==> config.mk <==
export PLATFORM = sky130hd
export DESIGN_NAME = multi_stream_rate_scheduler_unit
export DESIGN_NICKNAME = d
export VERILOG_FILES = /design/src/rtl/core/msrs_pkg.sv /design/src/rtl/core/multi_stream_rate_scheduler_unit.sv /design/src/rtl/core/msrs_alu.sv /design/src/rtl/core/msrs_div.sv
export SDC_FILE = /design/constraint.sdc
export NUM_CORES = 1
export LEC_CHECK = 0
export ABC_AREA = 1
export BUFFER_PORTS_ARGS = -buffer_cell sky130_fd_sc_hd__buf_4
export CAP_MARGIN = 20
export CORE_MARGIN = 4
export CORE_UTILIZATION = 55
export DETAILED_ROUTE_END_ITERATION = 8
export HOLD_SLACK_MARGIN = 0.08
export PLACE_DENSITY = 0.71
export SLEW_MARGIN = 40
export SYNTH_ARGS = -nofsm -noshare
export SYNTH_HDL_FRONTEND = slang
export SYNTH_SLANG_ARGS = --single-unit
==> constraint.sdc <==
create_clock -name clk -period 12 [get_ports clk]
set_input_delay 1.2 -clock clk [delete_from_list [all_inputs] [get_ports clk]]
set_output_delay 1.2 -clock clk [all_outputs]
set_load 0.01 [all_outputs]
==> src/rtl/core/msrs_pkg.sv <==
// Shared types and constants of the multi-stream rate scheduler.
package msrs_pkg;

	// Fixed field widths.
	localparam int TIME_W    = 32;
	localparam int RATE_W    = 16;
	localparam int MASK_W    = 5;
	localparam int CFG_IDX_W = 3;

	// Number of rate registers in the register map.
	localparam int NUM_RATE_REGS = 5;

	// Stream bus widths, padded to whole bytes.
	localparam int IN_TDATA_W  = 32;
	localparam int OUT_TDATA_W = 40;

	// Reset value of the heartbeat rate register.
	localparam logic [RATE_W-1:0] RATE_RESET_HEARTBEAT = 16'd1;

	// Defaults of the top-level parameters.
	localparam int NUM_STREAMS_DEF      = 5;
	localparam int TICKS_PER_SECOND_DEF = 1000;

	// Operation of the shared adder.
	typedef enum logic {
		ALU_ADD,
		ALU_SUB
	} alu_op_t;

	// Sequencer states.
	typedef enum logic [3:0] {
		ST_IDLE,
		ST_LOAD,
		ST_DIV,
		ST_DUE,
		ST_TEST,
		ST_NEXT,
		ST_DIFF,
		ST_MIN,
		ST_OUT
	} state_t;

endpackage

==> src/rtl/core/multi_stream_rate_scheduler_unit.sv <==
// Top level of the multi-stream rate scheduler: sequencer, state and stream ports.
// Per tick the sequencer walks the streams: an enabled stream passes LOAD, DUE, TEST, DIFF
// and MIN, plus NEXT when it is due, plus DIV when its rate was written since its period was last cached.
// A disabled stream passes LOAD only. One tick is processed at a time; a new tick is taken
// only in IDLE, after OUT has handed the last result to the output register.
// Reset: heartbeat rate 1, other rates 0, last send times 0, period cache empty.
module multi_stream_rate_scheduler_unit #(
	parameter int NUM_STREAMS      = msrs_pkg::NUM_STREAMS_DEF,
	parameter int TICKS_PER_SECOND = msrs_pkg::TICKS_PER_SECOND_DEF
) (
	input  logic                                 clk,
	input  logic                                 arst_n,
	// Tick input stream.
	input  logic                                 s_tvalid,
	output logic                                 s_tready,
	input  logic [msrs_pkg::IN_TDATA_W-1:0]      s_tdata,   // [31:0] now_ticks
	// Result stream.
	output logic                                 m_tvalid,
	input  logic                                 m_tready,
	output logic [msrs_pkg::OUT_TDATA_W-1:0]     m_tdata,   // [4:0] due_mask, [36:5] next_delay
	// Rate register writes.
	input  logic                                 cfg_valid,
	output logic                                 cfg_ready,
	input  logic [msrs_pkg::CFG_IDX_W-1:0]       cfg_index,
	input  logic [msrs_pkg::RATE_W-1:0]          cfg_data
);
	import msrs_pkg::*;

	// Streams beyond the register map stay disabled, so they are not walked.
	localparam int NUM_REGS = (NUM_STREAMS < NUM_RATE_REGS) ? NUM_STREAMS : NUM_RATE_REGS;
	localparam int IDX_W    = (NUM_REGS > 1) ? $clog2(NUM_REGS) : 1;

	state_t state_q, state_d;

	logic [RATE_W-1:0] rate_q     [NUM_REGS];
	logic [RATE_W-1:0] period_q   [NUM_REGS];
	logic [TIME_W-1:0] last_q     [NUM_REGS];
	logic [NUM_REGS-1:0] pvalid_q;

	logic [IDX_W-1:0]  idx_q;
	logic [TIME_W-1:0] now_q;
	logic [TIME_W-1:0] due_q;
	logic [TIME_W-1:0] nxt_q;
	logic [TIME_W-1:0] diff_q;
	logic [TIME_W-1:0] best_q;
	logic [MASK_W-1:0] mask_q;
	logic              is_due_q;
	logic              pos_q;

	logic              m_tvalid_q;
	logic [MASK_W-1:0] out_mask_q;
	logic [TIME_W-1:0] out_delay_q;

	logic [TIME_W-1:0] alu_a, alu_b, alu_res;
	alu_op_t           alu_op;
	logic              alu_borrow;

	logic              div_start;
	logic              div_done;
	logic [RATE_W-1:0] div_quo;

	logic              last_idx;
	logic              rate_zero;
	logic              out_free;
	logic              in_xfer;
	logic              cfg_hit;

	assign last_idx  = (idx_q == IDX_W'(NUM_REGS - 1));
	assign rate_zero = (rate_q[idx_q] == '0);
	assign out_free  = !m_tvalid_q || m_tready;
	assign in_xfer   = s_tvalid && s_tready;
	assign cfg_ready = 1'b1;
	assign cfg_hit   = cfg_valid && (cfg_index < CFG_IDX_W'(NUM_REGS));

	// Shared adder and divider.
	msrs_alu u_alu (
		.op_a   (alu_a),
		.op_b   (alu_b),
		.op     (alu_op),
		.res    (alu_res),
		.borrow (alu_borrow)
	);

	msrs_div #(
		.W (RATE_W)
	) u_div (
		.clk      (clk),
		.arst_n   (arst_n),
		.start    (div_start),
		.dividend (RATE_W'(TICKS_PER_SECOND)),
		.divisor  (rate_q[idx_q]),
		.done     (div_done),
		.quotient (div_quo)
	);

	// Next-state logic of the sequencer.
	always_comb begin
		state_d = state_q;
		unique case (state_q)
			ST_IDLE: begin
				if (s_tvalid) begin
					state_d = ST_LOAD;
				end
			end
			ST_LOAD: begin
				if (rate_zero) begin
					state_d = last_idx ? ST_OUT : ST_LOAD;
				end else if (pvalid_q[idx_q]) begin
					state_d = ST_DUE;
				end else begin
					state_d = ST_DIV;
				end
			end
			ST_DIV: begin
				if (div_done) begin
					state_d = ST_DUE;
				end
			end
			ST_DUE:  state_d = ST_TEST;
			ST_TEST: state_d = alu_borrow ? ST_DIFF : ST_NEXT;
			ST_NEXT: state_d = ST_DIFF;
			ST_DIFF: state_d = ST_MIN;
			ST_MIN:  state_d = last_idx ? ST_OUT : ST_LOAD;
			ST_OUT: begin
				if (out_free) begin
					state_d = ST_IDLE;
				end
			end
			default: state_d = ST_IDLE;
		endcase
	end

	// Control outputs: handshake, divider start and adder operands.
	always_comb begin
		s_tready  = 1'b0;
		div_start = 1'b0;
		alu_a     = due_q;
		alu_b     = now_q;
		alu_op    = ALU_SUB;
		unique case (state_q)
			ST_IDLE: s_tready = 1'b1;
			ST_LOAD: div_start = !rate_zero && !pvalid_q[idx_q];
			ST_DUE: begin
				alu_a  = last_q[idx_q];
				alu_b  = TIME_W'(period_q[idx_q]);
				alu_op = ALU_ADD;
			end
			ST_TEST: begin
				alu_a = now_q;
				alu_b = due_q;
			end
			ST_NEXT: begin
				alu_a  = due_q;
				alu_b  = TIME_W'(period_q[idx_q]);
				alu_op = ALU_ADD;
			end
			ST_DIFF: begin
				alu_a = is_due_q ? nxt_q : due_q;
				alu_b = now_q;
			end
			ST_MIN: begin
				alu_a = diff_q;
				alu_b = best_q;
			end
			ST_DIV, ST_OUT: begin
				alu_op = ALU_SUB;
			end
			default: s_tready = 1'b0;
		endcase
	end

	// State register.
	always_ff @(posedge clk or negedge arst_n) begin
		if (!arst_n) begin
			state_q <= ST_IDLE;
		end else begin
			state_q <= state_d;
		end
	end

	// Rate registers, period cache and last send times.
	always_ff @(posedge clk or negedge arst_n) begin
		if (!arst_n) begin
			for (int i = 0; i < NUM_REGS; i++) begin
				rate_q[i]   <= (i == 0) ? RATE_RESET_HEARTBEAT : '0;
				last_q[i]   <= '0;
				period_q[i] <= '0;
			end
			pvalid_q <= '0;
		end else begin
			if (cfg_hit) begin
				rate_q[cfg_index[IDX_W-1:0]]   <= cfg_data;
				pvalid_q[cfg_index[IDX_W-1:0]] <= 1'b0;
			end
			if (state_q == ST_DIV && div_done) begin
				period_q[idx_q] <= div_quo;
				pvalid_q[idx_q] <= 1'b1;
			end
			if (state_q == ST_TEST && !alu_borrow) begin
				last_q[idx_q] <= now_q;
			end
		end
	end

	// Control state of the walk and the output register.
	always_ff @(posedge clk or negedge arst_n) begin
		if (!arst_n) begin
			idx_q      <= '0;
			m_tvalid_q <= 1'b0;
		end else begin
			if (in_xfer) begin
				idx_q <= '0;
			end else if ((state_q == ST_MIN || (state_q == ST_LOAD && rate_zero))
				&& !last_idx) begin
				idx_q <= idx_q + 1'b1;
			end
			if (state_q == ST_OUT && out_free) begin
				m_tvalid_q <= 1'b1;
			end else if (m_tready) begin
				m_tvalid_q <= 1'b0;
			end
		end
	end

	// Working registers of one tick.
	always_ff @(posedge clk) begin
		unique case (state_q)
			ST_IDLE: begin
				if (in_xfer) begin
					now_q  <= s_tdata[TIME_W-1:0];
					best_q <= '1;
					mask_q <= '0;
				end
			end
			ST_DUE: due_q <= alu_res;
			ST_TEST: begin
				is_due_q <= !alu_borrow;
				if (!alu_borrow) begin
					mask_q[idx_q] <= 1'b1;
				end
			end
			ST_NEXT: nxt_q <= alu_res;
			ST_DIFF: begin
				diff_q <= alu_res;
				pos_q  <= !alu_borrow && (alu_res != '0);
			end
			ST_MIN: begin
				// A due stream whose next deadline is not ahead forces a zero delay.
				if (is_due_q && !pos_q) begin
					best_q <= '0;
				end else if (alu_borrow) begin
					best_q <= diff_q;
				end
			end
			ST_OUT: begin
				if (out_free) begin
					out_mask_q  <= mask_q;
					out_delay_q <= best_q;
				end
			end
			default: begin
			end
		endcase
	end

	assign m_tvalid = m_tvalid_q;
	assign m_tdata  = {{(OUT_TDATA_W - MASK_W - TIME_W){1'b0}}, out_delay_q, out_mask_q};

endmodule

==> src/rtl/core/msrs_alu.sv <==
// Shared 32-bit add and subtract unit with borrow output.
module msrs_alu (
	input  logic [msrs_pkg::TIME_W-1:0] op_a,
	input  logic [msrs_pkg::TIME_W-1:0] op_b,
	input  msrs_pkg::alu_op_t           op,
	output logic [msrs_pkg::TIME_W-1:0] res,
	output logic                        borrow
);
	import msrs_pkg::*;

	logic [TIME_W:0] sum;

	// One wide adder; the top bit is the borrow of a subtraction.
	always_comb begin
		if (op == ALU_SUB) begin
			sum = {1'b0, op_a} - {1'b0, op_b};
		end else begin
			sum = {1'b0, op_a} + {1'b0, op_b};
		end
	end

	assign res    = sum[TIME_W-1:0];
	assign borrow = sum[TIME_W];

endmodule

==> src/rtl/core/msrs_div.sv <==
// Restoring divider, one quotient bit per cycle, for period computation.
module msrs_div #(
	parameter int W = msrs_pkg::RATE_W
) (
	input  logic         clk,
	input  logic         arst_n,
	input  logic         start,
	input  logic [W-1:0] dividend,
	input  logic [W-1:0] divisor,
	output logic         done,
	output logic [W-1:0] quotient
);
	import msrs_pkg::*;

	localparam int CNT_W = $clog2(W + 1);

	logic             busy_q;
	logic             done_q;
	logic [CNT_W-1:0] cnt_q;
	logic [W-1:0]     rem_q;
	logic [W-1:0]     quo_q;
	logic [W-1:0]     dvs_q;
	logic [W:0]       trial;

	// Trial subtraction of the divisor from the shifted remainder.
	assign trial = {rem_q, quo_q[W-1]} - {1'b0, dvs_q};

	// Control: count W steps after a start.
	always_ff @(posedge clk or negedge arst_n) begin
		if (!arst_n) begin
			busy_q <= 1'b0;
			done_q <= 1'b0;
			cnt_q  <= '0;
		end else begin
			done_q <= 1'b0;
			if (start) begin
				busy_q <= 1'b1;
				cnt_q  <= '0;
			end else if (busy_q) begin
				cnt_q <= cnt_q + 1'b1;
				if (cnt_q == CNT_W'(W - 1)) begin
					busy_q <= 1'b0;
					done_q <= 1'b1;
				end
			end
		end
	end

	// Datapath: remainder and quotient shift registers.
	always_ff @(posedge clk) begin
		if (start) begin
			rem_q <= '0;
			quo_q <= dividend;
			dvs_q <= divisor;
		end else if (busy_q) begin
			if (!trial[W]) begin
				rem_q <= trial[W-1:0];
				quo_q <= {quo_q[W-2:0], 1'b1};
			end else begin
				rem_q <= {rem_q[W-2:0], quo_q[W-1]};
				quo_q <= {quo_q[W-2:0], 1'b0};
			end
		end
	end

	assign done     = done_q;
	assign quotient = quo_q;

endmodule

# Yosys cells after proc, flatten, opt, wreduce, memory -nomap -nowiden
# Cells that the tools add are included.
# op_classes
n_addsub	5
mul	0
div_mod_pow	0
n_lt_le_gt_ge	9
n_eq_ne	16
n_shift	0
muxes	61
n_bitwise	6
n_reduce_logical	36
# op_table
op	n
$mux 32	7
$bwmux 160	1
$bwmux 80	2
$pmux 32 s4	1
$mux 16	7
$bmux 16 s3	2
$bmux 32 s3	1
$demux 16 s3	2
$demux 32 s3	1
$pmux 32 s3	1
$pmux 32 s2	1
$pmux 4 s9	1
$add 32x32->33	1
$mux 33	1
$sub 32x32->33	1
$reduce_bool 32->1	1
$mux 5	6
$mux 4	5
$sub 17x16->17	1
$eq 4x3->1 const B	4
$logic_not 16->1	1
$mux 1	15
$logic_and 1x1->1	14
$or 5x5->5	2
other kinds (30)	54
# word_totals
reg_bits	592
latch_bits	0
ramBits	0
mem_bits_ro	0
inputBits	56
out_inout_bits	43
elab_cells	168
memories	0

# Longest topological paths before layout
# Gate-level depths: netlist (run 1).
# logic_depth
word_depth	10
depth_mapped	37
depth_no_buf	36

# Modules after synthesis
# A second synthesis (run 1) with hierarchy kept.
# hier_totals
hier_cells	3653
hier_area_um2	29957.5
# by_module_without_submodules
mod	instances	cells_each	area_each_um2	seq_area_each_um2
multi_stream_rate_scheduler_unit	1	2454	23132.2	14460.1
msrs_alu	1	735	3497.1	0.0
msrs_div	1	464	3328.2	1456.4

# Worst setup path before layout (run 1)
# No wires, ideal clock.
# synth_timing
kind	register -> register
from	reg state_q[3]
to	reg best_q[0], enable pin
setup_time_ps	387
arrival_ps	5150
required_time_ps	11613
slack_ps	6464
stages_incl_launch_ff	31
path_buffers	2
synth_period_minus_slack_ps	5536
cell_sequence	dfrtp_1 -> inv_1 -> nand2_2 -> nor2_2 -> nor2_8 -> inv_2 -> buf_2 -> o21ai_0 -> nand4_1 -> inv_1 -> ha_1 -> inv_1 -> nor2_1 -> nand2_1 -> nor2_1 -> nand3_1 -> nand2_1 -> xor2_1 -> ha_1 -> nand2_1 -> inv_1 -> a21oi_1 -> a21boi_0 -> nand3_1 -> a21o_1 -> nand3_1 -> nand2_2 -> buf_6 -> nand2_1 -> o21ai_0 -> inv_1
# synth_via
elab_chain_cells	7
elab_cells_between_ends	18
cone_classes	add/sub (2); eq/ne (7); mux (4); reduce/logical (5)
# synth_rtl
element	line_no	rtl
from (decl)	multi_stream_rate_scheduler_unit.sv:33	state_t state_q, state_d;
from (signal assigned)	multi_stream_rate_scheduler_unit.sv:177	state_q <= state_d;
$eq 4x3->1 or $eq 4x2->1 (tied branches)	multi_stream_rate_scheduler_unit.sv:140	unique case (state_q)
$reduce_or 2->1 (no source line)	--	
$pmux 32 s3	multi_stream_rate_scheduler_unit.sv:140	
$sub 32x32->33 or $add 32x32->33 (tied branches)	msrs_alu.sv:16, msrs_alu.sv:18	
$mux 33	msrs_alu.sv:15	if (op == ALU_SUB) begin
$ne 3x1->1 (no source line)	--	
$reduce_and 3->1 (no source line) (*)	--	
to (signal assigned)	multi_stream_rate_scheduler_unit.sv:252	best_q <= diff_q;
to (decl)	multi_stream_rate_scheduler_unit.sv:45	logic [TIME_W-1:0] best_q;
# Mark *: on every way between the ends. The rest lies on a longest branch, timed or not.
# A chain may end at the register's enable or synchronous reset.

# Worst setup path in the final report (run 1)
# layout_timing
from	reg idx_q[2]
to	reg best_q[22], enable pin
# layout_via
elab_chain_cells	9
elab_cells_between_ends	14
cone_classes	add/sub (2); eq/ne (1); mux (9); bitwise (1); reduce/logical (1)
# layout_rtl
element	line_no	rtl
from (decl)	multi_stream_rate_scheduler_unit.sv:40	logic [IDX_W-1:0] idx_q;
from (signal assigned)	multi_stream_rate_scheduler_unit.sv:215	idx_q <= idx_q + 1'b1;
$not 3->4 (not written as such) (*)	multi_stream_rate_scheduler_unit.sv:144, multi_stream_rate_scheduler_unit.sv:145, multi_stream_rate_scheduler_unit.sv:154	
$bmux 32 s3 or $bmux 16 s3 (tied branches)	multi_stream_rate_scheduler_unit.sv:144, multi_stream_rate_scheduler_unit.sv:145, multi_stream_rate_scheduler_unit.sv:154	
$mux 32 (not written as such) or $mux 16 (tied branches) (2 in series)	multi_stream_rate_scheduler_unit.sv:144, multi_stream_rate_scheduler_unit.sv:145, multi_stream_rate_scheduler_unit.sv:154	
$pmux 32 s4 or $pmux 32 s3 (tied branches)	multi_stream_rate_scheduler_unit.sv:140	
$sub 32x32->33 or $add 32x32->33 (tied branches)	msrs_alu.sv:16, msrs_alu.sv:18	
$mux 33 (*)	msrs_alu.sv:15	
$ne 3x1->1 (no source line) (*)	--	
$reduce_and 3->1 (no source line) (*)	--	
# Mark *: on every way between the ends. The rest lies on a longest branch, timed or not. The select of a mux whose other input is x is not followed.

==> results.yml, run 1 <==
status:
  outcome: "finished clean"
clock_network:
  h-tree-depth: 2
  cts_resized: 0
  clockRootBuffer: "clkbuf_16"
  numClockSinks: 592
  cts.clk_slew.worst_paths_ns: 0.06
  cts_buffers: 61
  hold_buffers: 0
  cts_tree: "built"
  clk_latency_ns: 0.63
  clock_tree.buffer_depth: 3
  post_cts_buffers: 0
worst_setup_path:
  critPathLaunchType: "flop"
  r2r_slack_ns: 4.68
  worstReg2RegStart: "idx_q[2]"
  end_kind: "flop"
  crit_fanout: 84
  cp.required_ns: 12.27
  reg2reg_to: "best_q[22]"
  arrival_ns: 7.60
  worstRegToRegCells: 25
  crit_type: "reg -> reg"
timing:
  fmax_mhz: 137
  slew_viol_final: 0
  rsz0062_at_grt: "no"
  fin_crit_ns: 7.32
  setup_viol: 0
  fin_crit_sh_pct: 61.0
  relSlewSlack_pct: 34.0
  worst_pin_slew_ns: 0.980
  hold_viol: 0
  finalSetupTns_ns: 0
  skew_ns: 0.0272
logic_synthesis:
  ys_seq_elements: 592
  synth_cell_type_count: 51
  synth-warning-count: 0
  synth-edff-count: 220
  synth-async-reset-ratio_pct: 57.4
  synth.area.top_cells: "dfrtp_1, edfxtp_1, nand2_1"
  yosysTopAreaCell: "dfrtp_1"
  yosysSeqAreaShare_pct: 51.5
  syn_area_per_cell_um2: 8.11
  syn_inst: 3771
  ys.flop_type: "dfrtp_1"
  synth_top_area_share_pct: 27.7
  synth_area_mm2: 0.0306
global_route:
  grtUsageTotal_pct: 30.1
  antenna_found_initial: 1
  grt-ovfl-total: 0
  grt_pass1_vias: 24687
  grt_pass1_wl_um: 142000
  grt_start_max_net_pins: 106
cells_and_area:
  diodes: 0
  area_delta_synth_final_pct: 10.6
  top_regs: "last_q: 160 flops, period_q: 80 flops, rate_q: 80 flops"
  largest_register: "last_q"
  fillers: 4910
  drive_gt1_share_pct: 7.59
  layout.nets: 3882
  largest_reg_flops: 160
job:
  maxCapViolations: 0
floorplanning:
  die_w_um: 244
  core_mm2: 0.0551
  io_pins: 99
  core.rowCount: 86
  dieArea_mm2: 0.0594
  start_util_pct: 55.5
  die_h_um: 244
routing:
  num_vias: 26318
  dr.pass1.iters: 6
  wl_um: 90900
  drt-initial-drc-count: 3156
  wire_per_inst_um: 19.9
  route.detailed.drc: 0
  ant_nets: 0
  viasPerCell: 5.76
place:
  portBuffers: 94
  dpl.hpwl_um: 60300
  gp_congestion: 0.994
min_path:
  hp-class: "reg -> reg"
  hold-path-cell-count: 0
  hold_path.startpoint: "best_q[31]"
  min_to: "out_delay_q[31]"
==> layout by cell type, fill, tap and decap left out, types with 4 or more instances in the layout <==
cell        instances
edfxtp_1          220
o21a_1              6
o21ai_0           303
dfxtp_1            32
nand3b_1           13
xor2_1             35
nor2_1            263
inv_2              13
clkbuf_8           11
o21bai_1            6
clkinv_2            7
o21ai_1             6
buf_4             134
clkbuf_16          65
conb_1              4
a221oi_1           23
buf_6               4
nor2_4              5
nor2_2             11
a22o_1             32
a21oi_1            99
ha_1               53
nand2_1          1261
nand3_1           165
inv_1             356
clkbuf_1           14
a32oi_1            11
xnor2_1            19
bufinv_16           4
a31oi_1             9
nor3_1             21
o211ai_1            8
nand2_2             9
o22ai_1            11
nand4_1           197
dfrtp_1           339
clkinvlp_4          5
==> routing by layer <==
layer	track usage (%)	share of wire, %
met5	0	0.0077
met4	7.44	2.5
met3	7.25	11
met2	44.8	43
met1	44.9	44
==> Yosys cell counts (12+ instances only) <==
cell and n:
nor3_1 21, inv_1 361, xnor2_1 19, buf_6 16, a221oi_1 23, dfxtp_1 32, buf_2 34, buf_4 12
o21ai_0 304, nand3_1 165, nand3b_1 13, dfrtp_1 339, nand2_1 1266, edfxtp_1 220, ha_1 53, xor2_1 35
nand4_1 197, nor2_1 268, a21oi_1 100, clkbuf_1 102, buf_1 42, a22o_1 32
==> worst max-delay path by stage <==
stage | start | endpoint | cells past startpoint
2_1_floorplan | state_q[3] | best_q[0] | 30
3_3_place_gp | idx_q[2] | best_q[20] | 21
3_5_place_dp | idx_q[2] | best_q[18] | 25
5_1_grt | idx_q[2] | best_q[22] | 31
6_report | idx_q[2] | best_q[22] | 25
4_1_cts | idx_q[2] | best_q[22] | 25
==> critical path, stage by stage, from the launching register on <==
cell and delay (ns):
dfrtp_1 0.80, inv_2 0.30, nand3_2 0.28, clkinv_2 0.53, buf_4 0.54, a22o_1 0.29
a21oi_1 0.13, nand3_1 0.20, a221oi_1 0.28, a21oi_1 0.12, ha_1 0.24, fa_1 0.48
nand2_1 0.09, nand2_1 0.05, o21ai_0 0.15, inv_1 0.13, a21o_1 0.22, nand2_1 0.11
nand3_1 0.15, a21o_1 0.21, nand3_1 0.20, nand2_8 0.35, nand2_1 0.16, o21ai_0 0.09
inv_1 0.31, buf_4 0.47
==> area by class of cell <==
type | instances | area (um2) | area share [%]
Tap cell | 748 | 936 | 2.77
Inverter | 370 | 1390 | 4.11
Clock inverter | 22 | 241 | 0.714
Sequential cell | 592 | 15800 | 46.6
Clock buffer | 90 | 1830 | 5.41
Multi-Input combinational cell | 2605 | 12500 | 37.1
Timing Repair Buffer | 141 | 1120 | 3.32
==> metrics by stage <==
| stage | worst slack [ns] | util [%] | hold WS (ns) | cell area, um2 | std cells |
|---|---|---|---|---|---|
| 5_1_grt | 4.06 | 61.4 | 0.471 | 33800 | 4568 |
| 3_3_place_gp | 4.81 | 57.4 | 0.436 | 31600 | 4454 |
| 4_1_cts | 4.87 | 61.4 | 0.457 | 33800 | 4568 |
| 3_5_place_dp | 4.87 | 57.6 | 0.440 | 31700 | 4456 |
| 2_1_floorplan | 6.46 | - | 0.421 | 30600 | 3773 |
| 6_report | 4.68 | 61.4 | 0.454 | 33800 | 4568 |
==> cells by family (layout without fill, tap and decap cells) <==
| kind of cell | Yosys count | count (layout) | share of synthesized area [%] |
|---|---|---|---|
| fa+ha+maj | 55 | 55 | 2.30 |
| compound gates | 530 | 530 | 9.88 |
| xor+xnor | 54 | 54 | 1.55 |
| other cells | 2 | 4 | 0.0246 |
| simple gates | 1962 | 1962 | 27.0 |
| buf+inv | 576 | 623 | 7.75 |
| flops | 592 | 592 | 51.5 |
Power of run 1 is left out: the tool's default activity adds up to more than one toggle a clock period on the data nets, which glitch-free logic cannot reach.
==> run 2, diff against run 1 <==
--- a/config.mk
+++ b/config.mk
@@ -12,7 +12,7 @@
 export CORE_UTILIZATION = 55
 export DETAILED_ROUTE_END_ITERATION = 8
 export HOLD_SLACK_MARGIN = 0.08
-export PLACE_DENSITY = 0.71
+export PLACE_DENSITY = 0.74
 export SLEW_MARGIN = 40
 export SYNTH_ARGS = -nofsm -noshare
 export SYNTH_HDL_FRONTEND = slang
==> constraint.sdc (replaced) <==
create_clock -name clk -period 6.08 [get_ports clk]
set_input_delay 0.608 -clock clk [delete_from_list [all_inputs] [get_ports clk]]
set_output_delay 0.608 -clock clk [all_outputs]
set_load 0.01 [all_outputs]
==> run 2 against run 1 <==
  * Sequential share of layout area shrank 0.36 points
  * Hold slack lost 0.33 ns
  * Utilization grew 0.48 points
  * Clock skew grew 0.015 ns
  * Setup slack lost 4.0 ns
  * Register-to-register slack lost 4.0 ns
  * Non-clock buffer count grew 31
  * Die area is the same
  * Critical path type unchanged
==> results.yml, run 2 (same netlist as run 1, synthesis figures left out) <==
status:
  outcome: "finished clean"
worst_setup_path:
  critPathLaunchType: "flop"
  end_kind: "flop"
  cp.required_ns: 6.40
  worstRegToRegCells: 23
  critPathLaunch: "idx_q[0]"
  crit_path_frequent_cell: "nand2_1"
  arrival_ns: 5.77
  crit_chain: "inv_1 -> buf_4 -> nand2_1 -> inv_2 -> buf_4 -> a21oi_1 -> nand3_1 -> nand2_1 -> a31oi_1 -> ha_1 -> nand2_1 -> inv_1 -> nand2_1 -> nand2_1 -> a21boi_0 -> nand3_1 -> a21o_1 -> nand3_1 -> nand2_4 -> nand2_1 -> o21ai_0 -> inv_2 -> buf_12"
  cpPeakStageDelay_ns: 0.59
  crit_type: "reg -> reg"
  crit_fanout: 33
  cp_slowest_cell: "inv_2"
  worstReg2RegStart: "idx_q[0]"
routing:
  route.detailed.drc: 0
  ant_nets: 0
  wl_um: 89000
  num_vias: 26428
  dr.pass1.iters: 6
  viasPerCell: 5.74
  wire_per_inst_um: 19.3
  drt-initial-drc-count: 3715
floorplanning:
  core_mm2: 0.0551
  core.rowCount: 86
  die_h_um: 244
  io_pins: 99
  dieArea_mm2: 0.0594
  start_util_pct: 55.5
  die_w_um: 244
cells_and_area:
  largest_reg_flops: 160
  fillers: 4879
  top_regs: "last_q: 160 flops, period_q: 80 flops, rate_q: 80 flops"
  layout.nets: 3913
  final_common_cell: "nand2_1"
  drive_gt1_share_pct: 8.38
  diodes: 0
  final_cell_mix: "nand2_1, inv_1, dfrtp_1"
  largest_register: "last_q"
  area_delta_synth_final_pct: 11.4
min_path:
  hold_path.startpoint: "s_tdata[26]"
  hp-class: "in -> reg"
  hold-path-cell-count: 1
clock_network:
  cts_tree: "built"
  cts_buffers: 61
  numClockSinks: 592
  clockRootBuffer: "clkbuf_16"
  cts.clk_slew.worst_paths_ns: 0.06
  clk_latency_ns: 0.65
  clock_tree.buffer_depth: 3
  h-tree-depth: 2
timing:
  rsz0062_at_grt: "no"
  worst_pin_slew_ns: 0.862
  fin_crit_sh_pct: 89.7
  relSlewSlack_pct: 41.9
  finalSetupTns_ns: 0
  fin_crit_ns: 5.45
  setup_viol: 0
  hold_viol: 0
  fmax_mhz: 183
  slew_viol_final: 0
  skew_ns: 0.0425
global_route:
  grt_pass1_wl_um: 140000
  grt_start_max_net_pins: 114
  grt_pass1_vias: 24479
  grt-ovfl-total: 0
  antenna_found_initial: 2
  grtUsageTotal_pct: 29.6
place:
  gp_congestion: 1.02
  portBuffers: 94
  dpl.hpwl_um: 61000
job:
  maxCapViolations: 0
-- run 2: cell count changes in the layout (fill, tap and decap cells not counted), sizes merged --
| cell | previous run | this run |
|---|---|---|
| buf | 141 | 171 |
| clkinv | 11 | 19 |
| clkbuf | 90 | 86 |
| bufinv | 4 | 3 |
| dlygate4sd3 | 0 | 1 |
| inv | 372 | 373 |
-- run 2: through the flow --
stage	utilization [%]	hold slack, ns	area [um2]	setup slack [ns]	cells
floorplan	-	0.312	30600	0.544	3773
global placement	58.1	0.432	32000	0.702	4484
detailed placement	58.2	0.433	32100	0.652	4486
CTS	61.9	0.103	34100	0.586	4603
global route	61.9	0.108	34100	0.165	4603
finish	61.9	0.129	34100	0.628	4603
-- run 2: worst paths after layout --
kind / endpoint / slack (ns)
worst max-delay path: best_q[17] / 0.63
worst min-delay path: now_q[26] / 0.13
worst max register to register: best_q[17] / 0.63
worst min register to register: out_delay_q[4] / 0.45
max in group asynchronous: last_q[106] / 4.25
min in group asynchronous: rate_q[77] / 0.49
-- run 2: critical path: cells and delay by family, from the launching register on --
family          cells  cell delay, ns
buf+inv             7            2.19
flops               1            0.39
simple gates       10            1.16
fa+ha+maj           1            0.34
compound gates      5            0.98
-- run 2: layer usage --
layer  up-vias  routed length (um)  GRT usage, %
met5         -                  11             0
met3       173                9930          6.01
met2      1352               38400          43.9
met4         2                2530          8.73
li1      12478                   -             -
met1     12423               38100          44.4
-- run 2: cell type report --
cell class,count,area [um2],share of cell area [%]
clock buffers,86,1710,5.02
inverters,370,1390,4.08
clock inverters,30,284,0.833
multi-input cells,2605,12500,36.8
flip-flops and latches,592,15800,46.2
repair buffers,172,1470,4.31
well taps,748,936,2.75
-- run 2: timing repair --
item / 4_1_cts / 5_1_grt
endpoints found under the setup margin: 0 / 21
buffers inserted: 0 / 0
gates resized for setup: 0 / 1
hold buffers: 1 / 0
endpoints found under the hold margin: 48 / 0
Power of run 2 is left out for the same reason.
